File: src/hdl/ddmf_pkg.sv
// Package for the decimal digit mode finder: item types, sequencer control word,
// status word and constants. No dependencies.
`default_nettype none
package ddmf_pkg;

    localparam int unsigned NUM_DIGITS = 10;
    localparam int unsigned DIG_W      = 4;
    localparam int unsigned CNT_W      = 18;
    localparam int unsigned MAG_W      = 32;
    localparam int unsigned PC_W       = 3;

    localparam logic [CNT_W-1:0] CNT_MAX  = {CNT_W{1'b1}};
    localparam logic [DIG_W-1:0] DIG_LAST = DIG_W'(NUM_DIGITS - 1);

    typedef struct packed {
        logic signed [31:0] value;
        logic               last_element;
    } t_in_item;

    typedef struct packed {
        logic [DIG_W-1:0] digit;
        logic [CNT_W-1:0] occurrences;
        logic             final_digit;
    } t_out_item;

    typedef enum logic [2:0] {
        C_NOSTART,
        C_QNZ,
        C_NOTLAST,
        C_IDXMORE,
        C_ALWAYS,
        C_NEVER
    } t_cond;

    typedef struct packed {
        logic            load;
        logic            divide;
        logic            bump;
        logic            init;
        logic            scan;
        logic            emit;
        t_cond           cond;
        logic [PC_W-1:0] target;
    } t_ctl;

    typedef struct packed {
        logic q_nz;
        logic last;
        logic idx_more;
    } t_stat;

endpackage
`default_nettype wire

File: src/hdl/ddmf_seq.sv
// Microcode sequencer: step counter, control ROM and conditional jumps.
// Depends on ddmf_pkg.
`default_nettype none
module ddmf_seq (
    input  wire logic            i_clk,
    input  wire logic            i_rst_n,
    input  wire logic            start,
    input  wire ddmf_pkg::t_stat i_stat,
    output ddmf_pkg::t_ctl       o_ctl,
    output logic                 busy
);
    import ddmf_pkg::*;

    localparam logic [PC_W-1:0] P_IDLE  = 3'd0;
    localparam logic [PC_W-1:0] P_DIV   = 3'd1;
    localparam logic [PC_W-1:0] P_DRAIN = 3'd2;
    localparam logic [PC_W-1:0] P_MAX   = 3'd3;
    localparam logic [PC_W-1:0] P_EMIT  = 3'd4;
    localparam logic [PC_W-1:0] P_DONE  = 3'd5;

    logic [PC_W-1:0] r_pc;
    logic [PC_W-1:0] n_pc;
    t_ctl            cw;
    logic            take;

    function automatic t_ctl rom(input logic [PC_W-1:0] pc);
        t_ctl w;
        w = '{load: 1'b0, divide: 1'b0, bump: 1'b0, init: 1'b0, scan: 1'b0,
              emit: 1'b0, cond: C_NEVER, target: P_IDLE};
        unique case (pc)
            P_IDLE: begin
                w.load = 1'b1; w.cond = C_NOSTART; w.target = P_IDLE;
            end
            P_DIV: begin
                w.divide = 1'b1; w.bump = 1'b1; w.cond = C_QNZ; w.target = P_DIV;
            end
            P_DRAIN: begin
                w.bump = 1'b1; w.init = 1'b1; w.cond = C_NOTLAST; w.target = P_IDLE;
            end
            P_MAX: begin
                w.scan = 1'b1; w.cond = C_IDXMORE; w.target = P_MAX;
            end
            P_EMIT: begin
                w.emit = 1'b1; w.cond = C_IDXMORE; w.target = P_EMIT;
            end
            P_DONE: begin
                w.cond = C_ALWAYS; w.target = P_IDLE;
            end
            default: begin
                w.cond = C_ALWAYS; w.target = P_IDLE;
            end
        endcase
        return w;
    endfunction

    assign cw   = rom(r_pc);
    assign busy = (r_pc != P_IDLE);

    always_comb begin
        unique case (cw.cond)
            C_NOSTART: take = !start;
            C_QNZ:     take = i_stat.q_nz;
            C_NOTLAST: take = !i_stat.last;
            C_IDXMORE: take = i_stat.idx_more;
            C_ALWAYS:  take = 1'b1;
            C_NEVER:   take = 1'b0;
            default:   take = 1'b1;
        endcase
        n_pc = take ? cw.target : r_pc + 1'b1;
    end

    always_comb begin
        o_ctl      = cw;
        o_ctl.load = cw.load && start;
    end

    always_ff @(posedge i_clk) begin
        if (!i_rst_n) begin
            r_pc <= P_IDLE;
        end else begin
            r_pc <= n_pc;
        end
    end

endmodule
`default_nettype wire

File: config.mk
export PLATFORM = sky130hd
export DESIGN_NAME = ddmf_seq
export DESIGN_NICKNAME = d
export VERILOG_FILES = /design/src/hdl/ddmf_pkg.sv /design/src/hdl/ddmf_seq.sv
export SDC_FILE = /design/constraint.sdc
export NUM_CORES = 1
export LEC_CHECK = 0
export BUFFER_PORTS_ARGS = -buffer_cell sky130_fd_sc_hd__clkbuf_2
export CAP_MARGIN = 20
export CORE_AREA = 2 2 39 41
export CTS_BUF_LIST = sky130_fd_sc_hd__clkbuf_8
export CTS_CLUSTER_DIAMETER = 120
export DETAILED_ROUTE_END_ITERATION = 6
export DIE_AREA = 0 0 41 43
export GPL_TIMING_DRIVEN = 0
export PLACE_DENSITY = 0.66
export SYNTH_ARGS = -nofsm -noshare
export SYNTH_HDL_FRONTEND = slang
export SYNTH_SLANG_ARGS = --single-unit
File: constraint.sdc
create_clock -name i_clk -period 1.7 [get_ports i_clk]
set_input_delay 0.085 -clock i_clk [delete_from_list [all_inputs] [get_ports i_clk]]
set_output_delay 0.085 -clock i_clk [all_outputs]
set_load 0.1 [all_outputs]
==> results_dict.tcl, run 1 <==
set metrics [dict create \
    ios 19 \
    rsz0062_at_grt "yes" \
    die_x_um 41 \
    drtIter0Drc 4 \
    avgSynthCellArea_um2 8.942 \
    dp_hpwl_um 681.5 \
    placement.io_buffers 18 \
    cp.arrival_ns 1.74 \
    via_count 427 \
    setup_violations 6 \
    multi_input_area_um2 401.6 \
    htreeDepth 1 \
    ys_ff_latch 3 \
    final-seq-area_um2 71.32 \
    required_ns 1.62 \
    largest_reg_flops 3 \
    grtUsageTotal_pct 13.57 \
    syn_nets 52 \
    status "finished, violations left" \
    synth.distinct_cells 27 \
    hold_viol 0 \
    dr.pass1.iters 2 \
    max_flop_register "r_pc" \
    max_freq_mhz 549.2 \
    antenna_found_initial 0 \
    drc 0 \
    yosysWarnings 0 \
    antenna_left 0 \
    max_stage_delay_ns 0.44 \
    synthesis.instances 41 \
    nets 85 \
    tritoncts "yes" \
    drive_above_1_share_pct 80.82 \
    cts_root_buffer "clkbuf_8" \
    die_y_um 43 \
    top_regs "r_pc (3)" \
    post-route-min-period_ns 1.821 \
    fill_cells 124 \
    cts_made_buffers 3 \
    cp-start-kind "register" \
    fin_ws_ns -0.1209 \
    skew_ns 0.002184 \
    tightest_slew_ns 0.5406 \
    grt_max_degree 9 \
    hp-class "input port to register" \
    overflow 0 \
    worst-setup-path-type "register to output pin" \
    slew_headroom_pct 64.11 \
    crit_path_top_delay_cell "or3_2" \
    grt_pass1_wl_mm 1.607 \
    num_antenna_cells 0 \
    routed_via_density 4.798 \
    violations "setup timing" \
    numClockSinks 3 \
    worstPathMaxFanout 5 \
    tns_ns -0.3930 \
    cp_cell_sequence "inv_2 -> ha_2 -> and2b_2 -> or3_2 -> clkbuf_16" \
    grt_pass1_vias 380 \
    crit_path_end_kind "output pin" \
    syn_area_um2 366.6 \
    core-area_um2 1384 \
    period_share_pct 107.1 \
    area_growth_pct 123.5 \
    seq_area_frac_synth_pct 16.38 \
    clk_latency_ns 0.22 \
    initial_utilization_pct 26.49 \
    clk_path_buf_depth 2 \
    gp_congestion 0.7957 \
    slew_viol_final 0 \
    clk_pin_slew_ns 0.03 \
    routed_wirelength_mm 1.211 \
    die-area_um2 1763 \
    post_drt_wl_per_cell_um 13.61 \
    maxCapViolations 0 \
    row_count 14 \
]
-- cells by family after synthesis --
| family | synth area share (%) |
|---|---|
| AND/OR/NAND/NOR | 40.28 |
| AO/OA/AOI/OAI | 18.09 |
| buffers and inverters | 8.189 |
| adder cells (fa/ha/maj) | 17.06 |
| flip-flops | 16.38 |
-- placed cells by master, fill, tap and decap left out, types with 2 or more instances in the layout --
cell type  count
inv_2          2
buf_6          4
ha_4           3
dfxtp_4        3
inv_1          3
clkbuf_8       3
clkbuf_2      12
nor4b_4        2
nand3_1        2
buf_4          8
nand2_1        3
clkbuf_16      3
-- area by class of cell --
cell class                      count  area share, %
Multi-Input combinational cell     32          49.01
Timing Repair Buffer               29          32.06
Sequential cell                     3          8.702
Clock buffer                        3          5.038
Tap cell                           16          2.443
Inverter                            4          1.832
Clock inverter                      1         0.4580
Buffer                              1         0.4580
-- timing repair --
action / CTS / global route
resized for setup: 28 / 10
setup buffers: 7 / 4
endpoints found under the setup margin: 9 / 8
pin swaps: 5 / 1
hold buffers: 0 / 0
-- worst max-delay path: cells and delay by family, from the launching register on --
family / cells / cell delay (ns)
buffers and inverters: 2 / 0.27
adders and majority gates: 1 / 0.21
and+or+nand+nor: 2 / 0.68
DFF: 1 / 0.36
-- cell usage after synthesis --
| master | number | area (µm²) |
|---|---|---|
| a211o_2 | 1 | 10.01 |
| a2bb2oi_2 | 1 | 15.01 |
| and2_2 | 1 | 7.510 |
| and2_4 | 1 | 8.760 |
| and2b_2 | 1 | 8.760 |
| and3_2 | 1 | 7.510 |
| and3b_1 | 1 | 8.760 |
| and4bb_1 | 1 | 12.51 |
| buf_6 | 1 | 11.26 |
| clkbuf_1 | 1 | 3.750 |
| dfxtp_1 | 3 | 60.06 |
| ha_1 | 5 | 62.56 |
| inv_1 | 4 | 15.01 |
| nand2_1 | 3 | 11.26 |
| nand2b_2 | 1 | 8.760 |
| nand3_1 | 2 | 10.01 |
| nor2b_1 | 1 | 6.260 |
| nor3_2 | 1 | 10.01 |
| nor4b_1 | 2 | 17.52 |
| o21bai_1 | 1 | 7.510 |
| o311a_1 | 1 | 10.01 |
| o31ai_1 | 2 | 15.01 |
| o41ai_1 | 1 | 8.760 |
| or2_1 | 1 | 6.260 |
| or2_2 | 1 | 6.260 |
| or3_1 | 1 | 6.260 |
| or3_4 | 1 | 11.26 |
-- per-stage QoR --
stage | instance area, µm² | setup WS, ns | cells | hold slack [ns] | util (%)
final | 819.5 | -0.1209 | 89 | 0.1544 | 59.22
after global routing | 819.5 | -0.1556 | 89 | 0.1678 | 59.22
after CTS | 744.5 | -0.1235 | 85 | 0.1455 | 53.80
after detailed placement | 511.7 | -0.3093 | 75 | 0.3756 | 36.98
after global placement | 511.7 | -0.3019 | 75 | 0.3786 | 36.98
after floorplan | 401.6 | -0.7515 | 41 | 0.2121 | -
-- per-layer routing --
layer | GRT usage [%] | share of wire, %
met3 | 5.236 | 4.5
met1 | 15.16 | 41
met2 | 22.50 | 54
met5 | 0 | 0
met4 | 4.000 | 0.74
-- worst paths after layout --
path / slack [ns] / to / cells after the start / from
worst max-delay path: -0.12 / o_ctl[4] / 5 / r_pc[0]$_SDFF_PN0_
worst min-delay path: 0.15 / r_pc[0]$_SDFF_PN0_ / 2 / i_rst_n
worst max register to register: -0.11 / r_pc[0]$_SDFF_PN0_ / 6 / r_pc[1]$_SDFF_PN0_
worst min register to register: 0.70 / r_pc[2]$_SDFF_PN0_ / 3 / r_pc[2]$_SDFF_PN0_
Power of run 1 is left out: the tool's default activity adds up to more than one toggle a clock period on the data nets, which glitch-free logic cannot reach.
==> inputs of run 2 (changes only) <==
--- a/config.mk
+++ b/config.mk
@@ -14,6 +14,7 @@
 export DIE_AREA = 0 0 41 43
 export GPL_TIMING_DRIVEN = 0
 export PLACE_DENSITY = 0.66
+export SETUP_SLACK_MARGIN = 0.02
 export SYNTH_ARGS = -nofsm -noshare
 export SYNTH_HDL_FRONTEND = slang
 export SYNTH_SLANG_ARGS = --single-unit
==> results_dict.tcl, run 2 (synthesized netlist as in run 1, its figures left out) <==
set metrics [dict create \
    status "finished, violations left" \
    violations "setup timing" \
    row_count 14 \
    skew_ns 0.001401 \
    grtUsageTotal_pct 14.27 \
    numClockSinks 3 \
    routed_wirelength_mm 1.109 \
    placement.io_buffers 18 \
    setup_violations 6 \
    clk_path_buf_depth 2 \
    max_freq_mhz 550.4 \
    slew_viol_final 0 \
    die_x_um 41 \
    tightest_slew_ns 0.5414 \
    post_drt_wl_per_cell_um 12.60 \
    holdBufCountCts 0 \
    initial_utilization_pct 26.49 \
    clk_pin_slew_ns 0.03 \
    drtIter0Drc 7 \
    maxCapViolations 0 \
    post-route-min-period_ns 1.817 \
    antenna_found_initial 0 \
    ios 19 \
    final_common_cell "clkbuf_2" \
    grt_pass1_wl_mm 1.683 \
    top_regs "r_pc (3)" \
    die-area_um2 1763 \
    hp-class "input port to register" \
    period_share_pct 106.9 \
    crit_path_end_kind "output pin" \
    clk_latency_ns 0.21 \
    drc 0 \
    max_flop_register "r_pc" \
    final_cells 88 \
    cp-start-kind "register" \
    core-area_um2 1384 \
    grt_pass1_vias 409 \
    grt_max_degree 9 \
    antenna_left 0 \
    fill_cells 120 \
    cts_made_buffers 3 \
    dr.pass1.iters 4 \
    cts_root_buffer "clkbuf_8" \
    slew_headroom_pct 64.06 \
    fin_ws_ns -0.1168 \
    htreeDepth 1 \
    overflow 0 \
    num_antenna_cells 0 \
    via_count 431 \
    die_y_um 43 \
    gp_congestion 0.7957 \
    drive_above_1_share_pct 79.17 \
    nets 84 \
    dp_hpwl_um 681.5 \
    required_ns 1.62 \
    final_cell_mix "clkbuf_2, buf_4, clkbuf_16, buf_6" \
    largest_reg_flops 3 \
    dp_cells 75 \
    hold_viol 0 \
    routed_via_density 4.898 \
    tritoncts "yes" \
    worst-setup-path-type "register to output pin" \
    area_growth_pct 121.5 \
    cp.arrival_ns 1.73 \
    worstPathMaxFanout 5 \
    rsz0062_at_grt "yes" \
]
[run 2: changes by cell type in the layout (fill, tap and decap cells not counted)]
cell       delta
clkbuf_2      -1
buf_4         -1
clkbuf_4      -1
o41ai_2       -1
o41ai_1       +1
buf_8         -1
clkbuf_16     +1
buf_2         +2
[run 2: worst paths after layout]
kind	slack, ns	startpoint	endpoint	cells after the start
hold reg to reg	0.68	r_pc[2]$_SDFF_PN0_	r_pc[2]$_SDFF_PN0_	3
setup / recovery	-0.12	r_pc[0]$_SDFF_PN0_	o_ctl[4]	5
setup reg to reg	-0.11	r_pc[1]$_SDFF_PN0_	r_pc[0]$_SDFF_PN0_	6
hold / removal	0.16	i_rst_n	r_pc[0]$_SDFF_PN0_	2
[run 2: layout make-up]
type	count	area (µm²)	share of cell area [%]
Clock buffer	3	41.29	5.085
Clock inverter	1	3.754	0.4622
Multi-Input combinational cell	32	394.1	48.54
Buffer	1	3.754	0.4622
Tap cell	16	20.02	2.465
Timing Repair Buffer	28	262.8	32.36
Sequential cell	3	71.32	8.783
Inverter	4	15.01	1.849
[run 2: what timing repair did]
item / 4_1_cts / 5_1_grt
hold endpoints to repair: 0 / 0
resized for setup: 34 / 4
pin swaps: 7 / 0
buffers inserted: 10 / 0
setup endpoints to repair: 10 / 9
[run 2: layer usage]
metal  GRT usage, %  up-vias  wire, µm
met5              0        -         0
met4          4.000        0         9
met3          5.236        2        57
met2          25.00       19       598
met1          14.84      198       444
li1               -      212         -
[run 2: per-stage QoR]
stage / setup WS (ns) / hold WS, ns / TNS (ns) / util [%] / area [µm²]
floorplan: -0.7515 / 0.2121 / -3.072 / - / 401.6
global placement: -0.3019 / 0.3786 / -1.259 / 36.98 / 511.7
detailed placement: -0.3093 / 0.3756 / -1.287 / 36.98 / 511.7
CTS: -0.1156 / 0.1453 / -0.4621 / 58.05 / 803.3
global route: -0.1578 / 0.1638 / -0.8346 / 58.68 / 812.0
finish: -0.1168 / 0.1552 / -0.4670 / 58.68 / 812.0
[run 2: critical path, stage by stage, from the launching register on]
cell and delay (ns):
dfxtp_4 0.36, inv_2 0.06, ha_2 0.21, and2b_2 0.24
or3_2 0.44, clkbuf_16 0.21
Power of run 2 is left out for the same reason.
